$ cat config.mk
export PLATFORM = sky130hd
export DESIGN_NAME = best_fit_pool_allocator_core
export DESIGN_NICKNAME = d
export VERILOG_FILES = /design/src/hdl/bfpa_pkg.sv /design/src/hdl/bfpa_ram.sv /design/src/hdl/bfpa_alu.sv /design/src/hdl/best_fit_pool_allocator_core.sv
export SDC_FILE = /design/constraint.sdc
export NUM_CORES = 1
export LEC_CHECK = 0
export BUFFER_PORTS_ARGS = -buffer_cell sky130_fd_sc_hd__buf_2
export CAP_MARGIN = 10
export CORE_UTILIZATION = 50
export DETAILED_ROUTE_END_ITERATION = 10
export GPL_TIMING_DRIVEN = 0
export PLACE_DENSITY = 0.66
export RECOVER_POWER = 50
export SYNTH_ARGS = -nofsm -noshare
export SYNTH_HDL_FRONTEND = slang
export SYNTH_SLANG_ARGS = --single-unit
export TNS_END_PERCENT = 50
$ cat constraint.sdc
create_clock -name i_clk -period 8.3 [get_ports i_clk]
set_clock_uncertainty 0.05 [all_clocks]
set_input_delay 0.83 -clock i_clk [delete_from_list [all_inputs] [get_ports i_clk]]
set_output_delay 0.83 -clock i_clk [all_outputs]
set_load 0.005 [all_outputs]
$ cat src/hdl/bfpa_pkg.sv
package bfpa_pkg;

    localparam int ADDR_W     = 10;  // width of data offsets on the ports
    localparam int REQ_IN_W   = 16;  // width of the request size port
    localparam int REQ_W      = 17;  // rounded request, 65535 rounds to 65536
    localparam int STATUS_W   = 2;
    localparam int ALIGN_MASK = 7;
    localparam int MIN_SPLIT  = 8;   // smallest data area worth splitting off

    localparam logic FUNC_ALLOC = 1'b0;
    localparam logic FUNC_FREE  = 1'b1;

    localparam logic [STATUS_W-1:0] ST_OK       = 2'd0;
    localparam logic [STATUS_W-1:0] ST_OOM      = 2'd1;
    localparam logic [STATUS_W-1:0] ST_BAD_FREE = 2'd2;

    typedef logic t_alu_op;
    localparam t_alu_op ALU_SUB  = 1'b0;  // a - b, with a >= b flag
    localparam t_alu_op ALU_ADDH = 1'b1;  // a + b + header bytes

endpackage

$ cat src/hdl/bfpa_ram.sv
module bfpa_ram #(
    parameter int WIDTH = 8,
    parameter int DEPTH = 32,
    localparam int AW = (DEPTH > 1) ? $clog2(DEPTH) : 1
) (
    input  logic             i_clk,
    input  logic             i_we,
    input  logic [AW-1:0]    i_waddr,
    input  logic [WIDTH-1:0] i_wdata,
    input  logic [AW-1:0]    i_raddr,
    output logic [WIDTH-1:0] o_rdata
);

    logic [WIDTH-1:0] r_mem [DEPTH];
    logic [WIDTH-1:0] r_rdata;

    always_ff @(posedge i_clk) begin
        if (i_we) begin
            r_mem[i_waddr] <= i_wdata;
        end
        r_rdata <= r_mem[i_raddr];
    end

    assign o_rdata = r_rdata;

endmodule

$ cat src/hdl/bfpa_alu.sv
module bfpa_alu #(
    parameter int W   = 17,
    parameter int HDR = 24
) (
    input  bfpa_pkg::t_alu_op i_op,
    input  logic [W-1:0]      i_a,
    input  logic [W-1:0]      i_b,
    output logic [W-1:0]      o_res,
    output logic              o_ge
);
    import bfpa_pkg::*;

    logic [W:0]   diff;
    logic [W-1:0] addh;

    assign diff = {1'b0, i_a} - {1'b0, i_b};
    assign addh = i_a + i_b + W'(HDR);

    always_comb begin
        o_ge = !diff[W];
        unique case (i_op)
            ALU_SUB:  o_res = diff[W-1:0];
            ALU_ADDH: o_res = addh;
            default:  o_res = diff[W-1:0];
        endcase
    end

endmodule

$ cat src/hdl/best_fit_pool_allocator_core.sv
// Best-fit pool allocator. The pool is kept as an address-ordered table of
// blocks (header offset, data size, used mark) in a small RAM.
// Command channel: drive i_func, i_req_size, i_free_addr with start; the item
// is taken at a clock edge where start is high and busy is low. busy stays
// high until the result is out. The result (o_status, o_data_addr) is on the
// ports for one cycle with o_done high; the receiver cannot stall it.
// Allocate: one pass over the N table entries through the RAM read port,
// a decision state, for a split a shift of up to N - 1 entries plus an
// insert, then the final write; when nothing fits the result follows the
// decision. Free: a lookup pass, a decision state, then a compaction pass
// that merges free neighbors and a final write. An unmatched free ends
// after the decision state; a free of address 0 answers straight from idle,
// without busy going high.
// One item at a time; the RAM port and the shared add/subtract unit set the
// pace. After reset the block writes the initial free block in S_INIT, with
// busy high, and then waits for commands.
module best_fit_pool_allocator_core #(
    parameter int POOL_BYTES   = 1024,
    parameter int HEADER_BYTES = 24,
    parameter int MAX_BLOCKS   = 32
) (
    input  logic                          i_clk,
    input  logic                          i_rst_n,
    input  logic                          start,
    output logic                          busy,
    input  logic                          i_func,
    input  logic [bfpa_pkg::REQ_IN_W-1:0] i_req_size,
    input  logic [bfpa_pkg::ADDR_W-1:0]   i_free_addr,
    output logic                          o_done,
    output logic [bfpa_pkg::STATUS_W-1:0] o_status,
    output logic [bfpa_pkg::ADDR_W-1:0]   o_data_addr
);
    import bfpa_pkg::*;

    localparam int OW    = $clog2(POOL_BYTES);
    localparam int SW    = OW;
    localparam int IW    = $clog2(MAX_BLOCKS);
    localparam int CW    = $clog2(MAX_BLOCKS + 1);
    localparam int RW    = (OW + 1 > REQ_W) ? OW + 1 : REQ_W;
    localparam int ENT_W = 1 + SW + OW;

    localparam logic [3:0] S_INIT  = 4'd0;
    localparam logic [3:0] S_IDLE  = 4'd1;
    localparam logic [3:0] S_ASCAN = 4'd2;
    localparam logic [3:0] S_FSCAN = 4'd3;
    localparam logic [3:0] S_DEC   = 4'd4;
    localparam logic [3:0] S_SHIFT = 4'd5;
    localparam logic [3:0] S_INS   = 4'd6;
    localparam logic [3:0] S_MARK  = 4'd7;
    localparam logic [3:0] S_MERGE = 4'd8;
    localparam logic [3:0] S_MFIN  = 4'd9;

    logic [3:0]          r_state, n_state;
    logic                r_func, n_func;
    logic [RW-1:0]       r_rsize, n_rsize;
    logic [ADDR_W-1:0]   r_faddr, n_faddr;
    logic [CW-1:0]       r_count, n_count;
    // read stream
    logic [IW-1:0]       r_rd_idx, n_rd_idx;
    logic [IW-1:0]       r_last, n_last;
    logic                r_dir, n_dir;
    logic                r_rd_on, n_rd_on;
    logic                r_vld, n_vld;
    logic [IW-1:0]       r_dat_idx, n_dat_idx;
    // best block (allocate) or matched block (free)
    logic                r_found, n_found;
    logic [IW-1:0]       r_best, n_best;
    logic [SW-1:0]       r_best_diff, n_best_diff;
    logic [OW-1:0]       r_best_off, n_best_off;
    logic [SW-1:0]       r_best_size, n_best_size;
    logic                r_split, n_split;
    // merge pass
    logic                r_pend_used, n_pend_used;
    logic [SW-1:0]       r_pend_size, n_pend_size;
    logic [OW-1:0]       r_pend_off, n_pend_off;
    logic [IW-1:0]       r_wr_idx, n_wr_idx;
    // result
    logic                r_done, n_done;
    logic [STATUS_W-1:0] r_status, n_status;
    logic [ADDR_W-1:0]   r_addr, n_addr;

    logic                ram_we;
    logic [IW-1:0]       ram_waddr;
    logic [ENT_W-1:0]    ram_wdata;
    logic [ENT_W-1:0]    ram_rdata;

    logic                e_used;
    logic [SW-1:0]       e_size;
    logic [OW-1:0]       e_off;
    logic                e_used_eff;
    logic [SW-1:0]       cand_diff;

    t_alu_op             alu_op;
    logic [RW-1:0]       alu_a;
    logic [RW-1:0]       alu_b;
    logic [RW-1:0]       alu_res;
    logic                alu_ge;

    bfpa_ram #(
        .WIDTH(ENT_W),
        .DEPTH(MAX_BLOCKS)
    ) u_ram (
        .i_clk  (i_clk),
        .i_we   (ram_we),
        .i_waddr(ram_waddr),
        .i_wdata(ram_wdata),
        .i_raddr(r_rd_idx),
        .o_rdata(ram_rdata)
    );

    bfpa_alu #(
        .W  (RW),
        .HDR(HEADER_BYTES)
    ) u_alu (
        .i_op (alu_op),
        .i_a  (alu_a),
        .i_b  (alu_b),
        .o_res(alu_res),
        .o_ge (alu_ge)
    );

    assign e_used     = ram_rdata[ENT_W-1];
    assign e_size     = ram_rdata[OW+SW-1:OW];
    assign e_off      = ram_rdata[OW-1:0];
    // the block being freed counts as free during the merge pass
    assign e_used_eff = (r_dat_idx == r_best) ? 1'b0 : e_used;
    assign cand_diff  = alu_res[SW-1:0];

    always_comb begin
        alu_op = ALU_SUB;
        alu_a  = '0;
        alu_b  = '0;
        unique case (r_state)
            S_ASCAN: begin
                alu_a = RW'(e_size);
                alu_b = r_rsize;
            end
            S_FSCAN: begin
                alu_op = ALU_ADDH;
                alu_a  = RW'(e_off);
            end
            S_MERGE: begin
                alu_op = ALU_ADDH;
                alu_a  = RW'(r_pend_size);
                alu_b  = RW'(e_size);
            end
            S_INS: begin
                alu_op = ALU_ADDH;
                alu_a  = RW'(r_best_off);
                alu_b  = r_rsize;
            end
            S_MARK: begin
                alu_op = ALU_ADDH;
                alu_a  = RW'(r_best_off);
            end
            default: begin
                alu_op = ALU_SUB;
            end
        endcase
    end

    always_comb begin
        n_state     = r_state;
        n_func      = r_func;
        n_rsize     = r_rsize;
        n_faddr     = r_faddr;
        n_count     = r_count;
        n_rd_idx    = r_rd_idx;
        n_last      = r_last;
        n_dir       = r_dir;
        n_rd_on     = 1'b0;
        n_vld       = 1'b0;
        n_dat_idx   = r_rd_idx;
        n_found     = r_found;
        n_best      = r_best;
        n_best_diff = r_best_diff;
        n_best_off  = r_best_off;
        n_best_size = r_best_size;
        n_split     = r_split;
        n_pend_used = r_pend_used;
        n_pend_size = r_pend_size;
        n_pend_off  = r_pend_off;
        n_wr_idx    = r_wr_idx;
        n_done      = 1'b0;
        n_status    = r_status;
        n_addr      = r_addr;
        ram_we      = 1'b0;
        ram_waddr   = '0;
        ram_wdata   = '0;

        // streaming reads: one address issued per cycle, data in the next cycle
        if (r_state == S_ASCAN || r_state == S_FSCAN || r_state == S_SHIFT ||
            r_state == S_MERGE) begin
            n_vld   = r_rd_on;
            n_rd_on = r_rd_on;
            if (r_rd_on) begin
                if (r_rd_idx == r_last) begin
                    n_rd_on = 1'b0;
                end else if (r_dir) begin
                    n_rd_idx = r_rd_idx - IW'(1);
                end else begin
                    n_rd_idx = r_rd_idx + IW'(1);
                end
            end
        end

        unique case (r_state)
            S_INIT: begin
                ram_we    = 1'b1;
                ram_waddr = '0;
                ram_wdata = {1'b0, SW'(POOL_BYTES - HEADER_BYTES), OW'(0)};
                n_count   = CW'(1);
                n_state   = S_IDLE;
            end
            S_IDLE: begin
                if (start) begin
                    n_func   = i_func;
                    n_rsize  = (RW'(i_req_size) + RW'(ALIGN_MASK)) & ~RW'(ALIGN_MASK);
                    n_faddr  = i_free_addr;
                    n_found  = 1'b0;
                    n_rd_idx = '0;
                    n_last   = IW'(r_count - CW'(1));
                    n_dir    = 1'b0;
                    n_rd_on  = 1'b1;
                    if (i_func == FUNC_ALLOC) begin
                        n_state = S_ASCAN;
                    end else if (i_free_addr == '0) begin
                        n_rd_on  = 1'b0;
                        n_done   = 1'b1;
                        n_status = ST_OK;
                        n_addr   = '0;
                    end else begin
                        n_state = S_FSCAN;
                    end
                end
            end
            S_ASCAN: begin
                if (r_vld) begin
                    if (!e_used && alu_ge && (!r_found || cand_diff < r_best_diff)) begin
                        n_found     = 1'b1;
                        n_best      = r_dat_idx;
                        n_best_diff = cand_diff;
                        n_best_off  = e_off;
                        n_best_size = e_size;
                    end
                    if (r_dat_idx == r_last) begin
                        n_state = S_DEC;
                    end
                end
            end
            S_FSCAN: begin
                if (r_vld) begin
                    if (!r_found && alu_res == RW'(r_faddr)) begin
                        n_found = 1'b1;
                        n_best  = r_dat_idx;
                    end
                    if (r_dat_idx == r_last) begin
                        n_state = S_DEC;
                    end
                end
            end
            S_DEC: begin
                if (r_func == FUNC_ALLOC) begin
                    if (!r_found) begin
                        n_done   = 1'b1;
                        n_status = ST_OOM;
                        n_addr   = '0;
                        n_state  = S_IDLE;
                    end else begin
                        n_split = (RW'(r_best_diff) >= RW'(HEADER_BYTES + MIN_SPLIT)) &&
                                  (r_count < CW'(MAX_BLOCKS));
                        if (!n_split) begin
                            n_state = S_MARK;
                        end else if (CW'(r_best) + CW'(1) == r_count) begin
                            n_state = S_INS;
                        end else begin
                            // move entries best+1 .. count-1 up by one, top first
                            n_rd_idx = IW'(r_count - CW'(1));
                            n_last   = r_best + IW'(1);
                            n_dir    = 1'b1;
                            n_rd_on  = 1'b1;
                            n_state  = S_SHIFT;
                        end
                    end
                end else begin
                    if (!r_found) begin
                        n_done   = 1'b1;
                        n_status = ST_BAD_FREE;
                        n_addr   = '0;
                        n_state  = S_IDLE;
                    end else begin
                        n_rd_idx = '0;
                        n_last   = IW'(r_count - CW'(1));
                        n_dir    = 1'b0;
                        n_rd_on  = 1'b1;
                        n_wr_idx = '0;
                        n_state  = S_MERGE;
                    end
                end
            end
            S_SHIFT: begin
                if (r_vld) begin
                    ram_we    = 1'b1;
                    ram_waddr = r_dat_idx + IW'(1);
                    ram_wdata = ram_rdata;
                    if (r_dat_idx == r_last) begin
                        n_state = S_INS;
                    end
                end
            end
            S_INS: begin
                ram_we    = 1'b1;
                ram_waddr = r_best + IW'(1);
                ram_wdata = {1'b0,
                             SW'(RW'(r_best_diff) - RW'(HEADER_BYTES)),
                             alu_res[OW-1:0]};
                n_state   = S_MARK;
            end
            S_MARK: begin
                ram_we    = 1'b1;
                ram_waddr = r_best;
                ram_wdata = {1'b1, r_split ? SW'(r_rsize) : r_best_size, r_best_off};
                n_count   = r_count + CW'(r_split);
                n_done    = 1'b1;
                n_status  = ST_OK;
                n_addr    = alu_res[ADDR_W-1:0];
                n_state   = S_IDLE;
            end
            S_MERGE: begin
                if (r_vld) begin
                    if (r_dat_idx == '0) begin
                        n_pend_used = e_used_eff;
                        n_pend_size = e_size;
                        n_pend_off  = e_off;
                    end else if (!r_pend_used && !e_used_eff) begin
                        n_pend_size = alu_res[SW-1:0];
                    end else begin
                        ram_we      = 1'b1;
                        ram_waddr   = r_wr_idx;
                        ram_wdata   = {r_pend_used, r_pend_size, r_pend_off};
                        n_wr_idx    = r_wr_idx + IW'(1);
                        n_pend_used = e_used_eff;
                        n_pend_size = e_size;
                        n_pend_off  = e_off;
                    end
                    if (r_dat_idx == r_last) begin
                        n_state = S_MFIN;
                    end
                end
            end
            S_MFIN: begin
                ram_we    = 1'b1;
                ram_waddr = r_wr_idx;
                ram_wdata = {r_pend_used, r_pend_size, r_pend_off};
                n_count   = CW'(r_wr_idx) + CW'(1);
                n_done    = 1'b1;
                n_status  = ST_OK;
                n_addr    = '0;
                n_state   = S_IDLE;
            end
            default: begin
                n_state = S_IDLE;
            end
        endcase
    end

    always_ff @(posedge i_clk) begin
        if (!i_rst_n) begin
            r_state <= S_INIT;
            r_count <= CW'(1);
            r_rd_on <= 1'b0;
            r_vld   <= 1'b0;
            r_found <= 1'b0;
            r_split <= 1'b0;
            r_done  <= 1'b0;
        end else begin
            r_state <= n_state;
            r_count <= n_count;
            r_rd_on <= n_rd_on;
            r_vld   <= n_vld;
            r_found <= n_found;
            r_split <= n_split;
            r_done  <= n_done;
        end
    end

    always_ff @(posedge i_clk) begin
        r_func      <= n_func;
        r_rsize     <= n_rsize;
        r_faddr     <= n_faddr;
        r_rd_idx    <= n_rd_idx;
        r_last      <= n_last;
        r_dir       <= n_dir;
        r_dat_idx   <= n_dat_idx;
        r_best      <= n_best;
        r_best_diff <= n_best_diff;
        r_best_off  <= n_best_off;
        r_best_size <= n_best_size;
        r_pend_used <= n_pend_used;
        r_pend_size <= n_pend_size;
        r_pend_off  <= n_pend_off;
        r_wr_idx    <= n_wr_idx;
        r_status    <= n_status;
        r_addr      <= n_addr;
    end

    assign busy        = (r_state != S_IDLE);
    assign o_done      = r_done;
    assign o_status    = r_status;
    assign o_data_addr = r_addr;

`ifndef SYNTHESIS
    a_count_range: assert property (@(posedge i_clk) disable iff (!i_rst_n)
        (r_count != '0) && (r_count <= CW'(MAX_BLOCKS)))
        else $error("block count out of range");

    a_write_in_table: assert property (@(posedge i_clk) disable iff (!i_rst_n)
        ram_we |-> (CW'(ram_waddr) <= r_count))
        else $error("table write beyond the last entry");

    a_merge_order: assert property (@(posedge i_clk) disable iff (!i_rst_n)
        (r_state == S_MERGE && r_vld) |-> (r_wr_idx <= r_dat_idx))
        else $error("merge write pointer passed the read pointer");

    a_fail_addr_zero: assert property (@(posedge i_clk) disable iff (!i_rst_n)
        (o_done && o_status != ST_OK) |-> (o_data_addr == '0))
        else $error("failed item returned an address");

    a_alloc_busy: assert property (@(posedge i_clk) disable iff (!i_rst_n)
        (start && !busy && i_func == FUNC_ALLOC) |=> busy)
        else $error("allocate item did not start work");
`endif

endmodule
Yosys cells after proc, flatten, opt, wreduce, memory -nomap -nowiden. Memories as Yosys holds them, arrays and structs flattened. A register that Yosys moved wholly into a read port is not among the register bits. Index checks and enable logic that the tools add are counted.

Order comparisons: 3. Equality and inequality tests: 37. Bitwise gates (word level): 2. Muxes and demuxes: 115. Add/subtract/negate cells: 14. Reduce and logical (&&, ||, !) cells: 43.

Operators with widths (count): 5-bit 2-to-1 mux (29); 21-bit one-hot mux with 6 select lines (1); 10-bit 2-to-1 mux (9); 21-bit 2-to-1 mux (4); 10-bit one-hot mux with 4 select lines (2); 17-bit one-hot mux with 2 select lines (2); 4-bit 2-to-1 mux (11); 5-bit one-hot mux with 2 select lines (4); 1-bit 2-to-1 mux (35); 2-bit != test, second input constant (13); 5-bit one-hot mux with 5 select lines (1); 4-bit one-hot mux with 6 select lines (1); 5-bit by 1-bit adder with 5-bit output, second input constant (4); 5-bit AND reduction (4); 6-bit one-hot mux with 3 select lines (1); 10-bit by 17-bit subtractor with 18-bit output (1); 10-bit by 17-bit adder with 17-bit output (1); 16-bit by 3-bit adder with 17-bit output, second input constant (1); 17-bit by 5-bit adder with 17-bit output, second input constant (1); 17-bit by 10-bit == test with 1-bit output (1); 4-bit by 3-bit == test with 1-bit output, second input constant (4); 2-bit 2-to-1 mux (8); 5-bit == test (3); 5-bit by 1-bit adder with 6-bit output, second input constant (2); 33 further kinds (71).

Output and inout port bits: 14. Word-level logic and storage cells: 239. Bits in writable memories: 672. Register bits after elaboration: 129. Memories kept: 1.

Memories: u_ram.r_mem (depth 32, bits a word 21, read ports 1, clocked after memory_dff 1, write ports 1, line bfpa_ram.sv:14) `logic [WIDTH-1:0] r_mem [DEPTH];`.

Logic depth before layout (Yosys ltp).
Depth after elaboration: 12. Depth in mapped cells: 30. Depth with buffers taken out: 28.

Cells and area by module. From an unflattened synthesis, not the netlist that was laid out.

Cells, all modules: 2471. Area, all modules: 36247.3 um^2.

Modules (own cells, without submodules): bfpa_ram (seq. area each 20599.8 um^2, instances 1, area an instance 26751.9 um^2, cells an instance 1481); best_fit_pool_allocator_core (seq. area each 3623.5 um^2, instances 1, area an instance 7500.9 um^2, cells an instance 714); bfpa_alu (seq. area each 0.0 um^2, instances 1, area an instance 1994.4 um^2, cells an instance 276).

Worst setup path after synthesis. OpenSTA, ideal clock, no wires.

Path type: flip-flop to flip-flop. Start point: register r_state[3]. End point: register r_best_diff[0] (enable). Stages on the path, launching flop included: 27. Slack: 1486 ps. Buffers on the path: 3. Data required time: 7833 ps. Clock period less this slack: 6814 ps. Arrival time: 6347 ps. Path through: dfxtp_1 buf_1 clkbuf_1 nor2b_1 and2_1 clkbuf_1 a22o_1 a221o_1 ha_1 inv_1 ha_1 inv_1 fa_1 nor2b_1 o311a_1 o21ai_0 nand2b_1 xnor2_1 nor2_1 a21oi_1 inv_1 ha_1 o21a_1 o211ai_1 o221ai_1 or3_1 nor2_1.

Longest elaborated chain between the ends: 10. Elaborated cells on any way between the ends: 22. Classes of those cells: add/sub (3); order compare (1); eq/ne (5); mux (4); bitwise (1); reduce/logical (8).

Ends and longest elaborated chain: from (decl) (line best_fit_pool_allocator_core.sv:53) `logic [3:0] r_state, n_state;`; from (signal assigned) (line best_fit_pool_allocator_core.sv:377) `r_state <= n_state;`; 4-bit by 3-bit == test with 1-bit output or 4-bit by 2-bit == test with 1-bit output (tied branches) (line best_fit_pool_allocator_core.sv:133) `unique case (r_state)`; 2-bit OR reduction (no line); 10-bit one-hot mux with 4 select lines or 17-bit one-hot mux with 2 select lines (tied branches) (line best_fit_pool_allocator_core.sv:133); 10-bit by 17-bit adder with 17-bit output (line bfpa_alu.sv:17) `assign addh = i_a + i_b + W'(HDR);`; 17-bit by 5-bit adder with 17-bit output (line bfpa_alu.sv:17); 17-bit one-hot mux with 2 select lines (*) (line bfpa_alu.sv:21) `unique case (i_op)`; named net alu_res[7] (line best_fit_pool_allocator_core.sv:96) `logic [RW-1:0] alu_res;`; 10-bit < comparator (*) (line best_fit_pool_allocator_core.sv:239) `if (!e_used && alu_ge && (!r_found || cand_diff < r_best_diff)) begin`; 1-bit logical OR (*) (line best_fit_pool_allocator_core.sv:239); 1-bit logical AND (*) (line best_fit_pool_allocator_core.sv:239); 3-bit AND reduction (no line) (*); to (signal assigned) (line best_fit_pool_allocator_core.sv:396) `r_best_diff <= n_best_diff;`; to (decl) (line best_fit_pool_allocator_core.sv:68) `logic [SW-1:0] r_best_diff, n_best_diff;`.

Mark *: on every way through the listed nets, which the timed path passes. The rest lies on a longest branch. A chain may end at the register's enable or synchronous reset.

Worst setup path after layout.
Start point: register r_state[3]. End point: register r_best[0] (enable).

Longest elaborated chain between the ends: 11. Elaborated cells on any way between the ends: 29. Classes of those cells: add/sub (3); order compare (1); eq/ne (10); mux (4); bitwise (1); reduce/logical (10).

Ends and longest elaborated chain: 4-bit by 3-bit == test with 1-bit output or 4-bit by 2-bit == test with 1-bit output (tied branches) (line best_fit_pool_allocator_core.sv:133); 2-bit OR reduction (no line); 10-bit one-hot mux with 4 select lines or 17-bit one-hot mux with 2 select lines (tied branches) (line best_fit_pool_allocator_core.sv:133); 10-bit by 17-bit adder with 17-bit output (line bfpa_alu.sv:17); 17-bit by 5-bit adder with 17-bit output (line bfpa_alu.sv:17); 17-bit one-hot mux with 2 select lines (*) (line bfpa_alu.sv:21); named net alu_res[7] (line best_fit_pool_allocator_core.sv:96); 10-bit < comparator (line best_fit_pool_allocator_core.sv:239); 1-bit logical OR (line best_fit_pool_allocator_core.sv:239); 1-bit logical AND (line best_fit_pool_allocator_core.sv:239); 2-bit by 1-bit != test with 1-bit output (no line); 5-bit AND reduction (no line) (*); to (signal assigned) (line best_fit_pool_allocator_core.sv:395) `r_best <= n_best;`; to (decl) (line best_fit_pool_allocator_core.sv:67) `logic [IW-1:0] r_best, n_best;`.

Marked as above.

==> key figures <==
CTS
  • Post-CTS sizing: 4
  • Setup bufs post-CTS: 0
  • Htree depth: 3
  • CTS Buf Count: 85
  • CTS Buffer Depth: 3
  • Clock Latency Late Sink: 0.63 ns
  • CTS tree: done
  • CTS sink count: 822
  • Clock root buffer: clkbuf_16
  • Hold-fix buffers, CTS: 0
  • Reg clk slew, reported paths: 0.06 ns

Setup path
  • Crit path launch type: flop
  • R2r setup slk: 0.37 ns
  • CP bufs+invs: 6
  • Kind of critical path: flop to flop
  • Slowest-stage cell, CP: fa_1
  • CP Max Fanout: 10
  • CP top delay family: compound AO/OA/AOI/OAI gates
  • CP max stage delay: approximately 0.44 ns
  • CP Data Required Time: 8.53 ns
  • Worst Path Arrival: approximately 8.2 ns
  • Crit. End Element: flop

Synthesis
  • Yosys warns: 0
  • Syn_nets: 2001
  • Seq/Total Area, Yosys: between 70% and 80%
  • Synth Flop Type: edfxtp_1
  • Mapped Area: around 0.035 mm^2
  • Async SR Flop Fraction: 0%
  • Avg Inst Size Synth: roughly 18 um^2
  • #FFs+latches synth: 822
  • Cell variety after synth: between 60 and 70
  • EDFF count, synth: 776
  • Synth Instances: 1918

Layout
  • Fill cells: 5087
  • Most frequent cells in the layout: edfxtp_1, mux4_2, clkbuf_1
  • Fin cells: 3031
  • Most common cell after layout, fill and taps aside: edfxtp_1
  • Finished Core Util: between 50% and 60%
  • ANT cells: 0
  • Layout cells sized above 1: about a fifth
  • NumNets Final: 2161
  • Area Overhead vs Synth: 13.4%

Min path
  • Hold crit path type: flop to flop

STA
  • Final hold violations: 0
  • Slew Viols, Final: 44
  • Least-Margin Pin Slew: 2.44 ns
  • Period utilization: 95.6%
  • Period minus WS final: slightly below 8 ns
  • Fmax: 126 MHz
  • Final setup fails: 0
  • RSZ-0062 raised after global routing: no
  • Rel. slew slack: -63.3%

Power
  • Pwr/cell area: 304 mW/mm^2
  • Leak: 12.1 nW
  • Worst vdd ir: roughly 0.00018 V

GRT
  • GRT Total Usage: 24.3%
  • First-pass GRT wire length: 123 mm
  • Initial antenna violation count: 1
  • Pin count of the biggest net entering global routing: 33
  • Number of global-route vias before repair: 19000
  • Grt ovf: 0

Die
  • Chip height: ~260 um
  • Die area: roughly 0.07 mm^2
  • Core area: ~0.07 mm^2
  • Initial Util: 50.5%
  • Row count: 96
  • # IOs: 44
  • Die Width: 265 um

Detailed routing
  • Vias/cell: 6.15
  • Routed Antenna Nets: 0
  • Top Metal Used: met4
  • Starting DRT DRC Count: approximately 2200
  • Met3 routed WL: between 5 and 6 mm
  • Avg WL per Cell: between 20 and 30 um
  • DRC Markers: 0
  • Via count: approximately 19000
  • Met2 WL: 40.1 mm
  • DRT met1 WL: 34.6 mm
  • First drt pass iteration count: 7
  • Final wirelength: 83.4 mm

Place
  • Placed cells: 2865
  • DP Wirelength: 55.9 mm
  • Number of buffers added on ports: 43
  • Routability cong.: 0.904

Flow run
  • Max Cap Viol: 2

Outcome
  • Status: finished with violations
  • Failing checks: max-capacitance violations, max-slew violations
## flip-flops by register name (all words and copies together), names as in the netlist, 4 cells and up
name and flops:
r_last 5, r_count 6, r_dat_idx 5, r_best_off 10
r_faddr 10, r_best_diff 10, r_pend_size 10, o_data_addr 10
u_ram.o_rdata 21, r_pend_off 10, r_rsize 14, r_state 4
r_best_size 10, n_dat_idx 5, r_best 5, u_ram.r_mem 672
r_wr_idx 5
## per-stage QoR
stage	worst slack, ns	hold slack [ns]	area [um^2]	TNS, ns	total power, W
5_1_grt	0.0859	0.305	39200	0	0.0123
2_1_floorplan	1.49	0.279	34600	0	0.00713
4_1_cts	0.0704	0.300	39300	0	0.0119
3_5_place_dp	-0.375	0.291	36500	-1.87	0.00816
3_3_place_gp	-0.686	0.284	35900	-22.16	0.00808
6_report	0.369	0.297	39200	0	0.0119
## per-layer routing
metal	vias up	global-route usage [%]
met5	-	0
met4	0	9.30
met3	132	3.31
met2	835	39.4
met1	9601	33.5
li1	8085	-
## cell type report
| cell class | count | area [um^2] | area share (%) |
|---|---|---|---|
| inverter | 52 | 195 | 0.498 |
| clock buffer | 104 | 2270 | 5.80 |
| tap | 882 | 1100 | 2.82 |
| multi-input combinational | 947 | 9910 | 25.3 |
| clock inverter | 54 | 490 | 1.25 |
| sequential | 822 | 24200 | 61.8 |
| buffer | 97 | 369 | 0.942 |
| timing repair buffer | 73 | 633 | 1.62 |
## Yosys cell counts, drive strengths merged (9+ instances only)
cell / instances / area (um^2)
o21ai: 48 / 255
nand2b: 9 / 56.3
nand3: 26 / 130
mux2: 26 / 293
and3: 13 / 81.3
edfxtp: 776 / 23300
a21oi: 58 / 290
and2: 15 / 93.8
a221o: 14 / 140
a22o: 9 / 78.8
nor3: 27 / 135
xnor2: 46 / 403
nand2: 79 / 297
buf: 25 / 105
ha: 50 / 626
o21a: 9 / 67.6
a22oi: 14 / 105
nor2b: 10 / 62.6
mux2i: 17 / 170
a222oi: 14 / 140
nor2: 110 / 413
xor2: 37 / 324
mux4: 210 / 4730
inv: 52 / 195
dfxtp: 46 / 921
clkbuf: 72 / 270
## report_power, final
group	switching (W)	internal (W)	total [W]
combinational	0.00184	0.00120	0.00304
clock	0.00158	0.00220	0.00378
sequential	0.000148	0.00494	0.00508
## worst paths after layout
kind,start,endpoint,depth (start not counted)
worst max register to register,r_state[3]$_SDFFE_PN0P_,r_best[0]$_DFFE_PP_,29
worst min register to register,n_dat_idx[4]$_DFF_P_,r_dat_idx[4]$_DFF_P_,0
worst max-delay path,r_state[3]$_SDFFE_PN0P_,r_best[0]$_DFFE_PP_,29
worst min-delay path,n_dat_idx[4]$_DFF_P_,r_dat_idx[4]$_DFF_P_,0
## cell families (layout without fill, tap and decap cells)
| kind of cell | Yosys count | count (layout) | share of synthesized area [%] |
|---|---|---|---|
| adder cells (fa/ha/maj) | 53 | 53 | 1.98 |
| XOR/XNOR | 83 | 83 | 2.10 |
| flip-flops | 822 | 822 | 70.1 |
| AO/OA/AOI/OAI | 234 | 234 | 4.68 |
| AND/OR/NAND/NOR | 324 | 324 | 4.45 |
| buffers and inverters | 149 | 380 | 1.65 |
| multiplexers | 253 | 253 | 15.0 |
No activity file was read; power rests on OpenSTA's default activity.
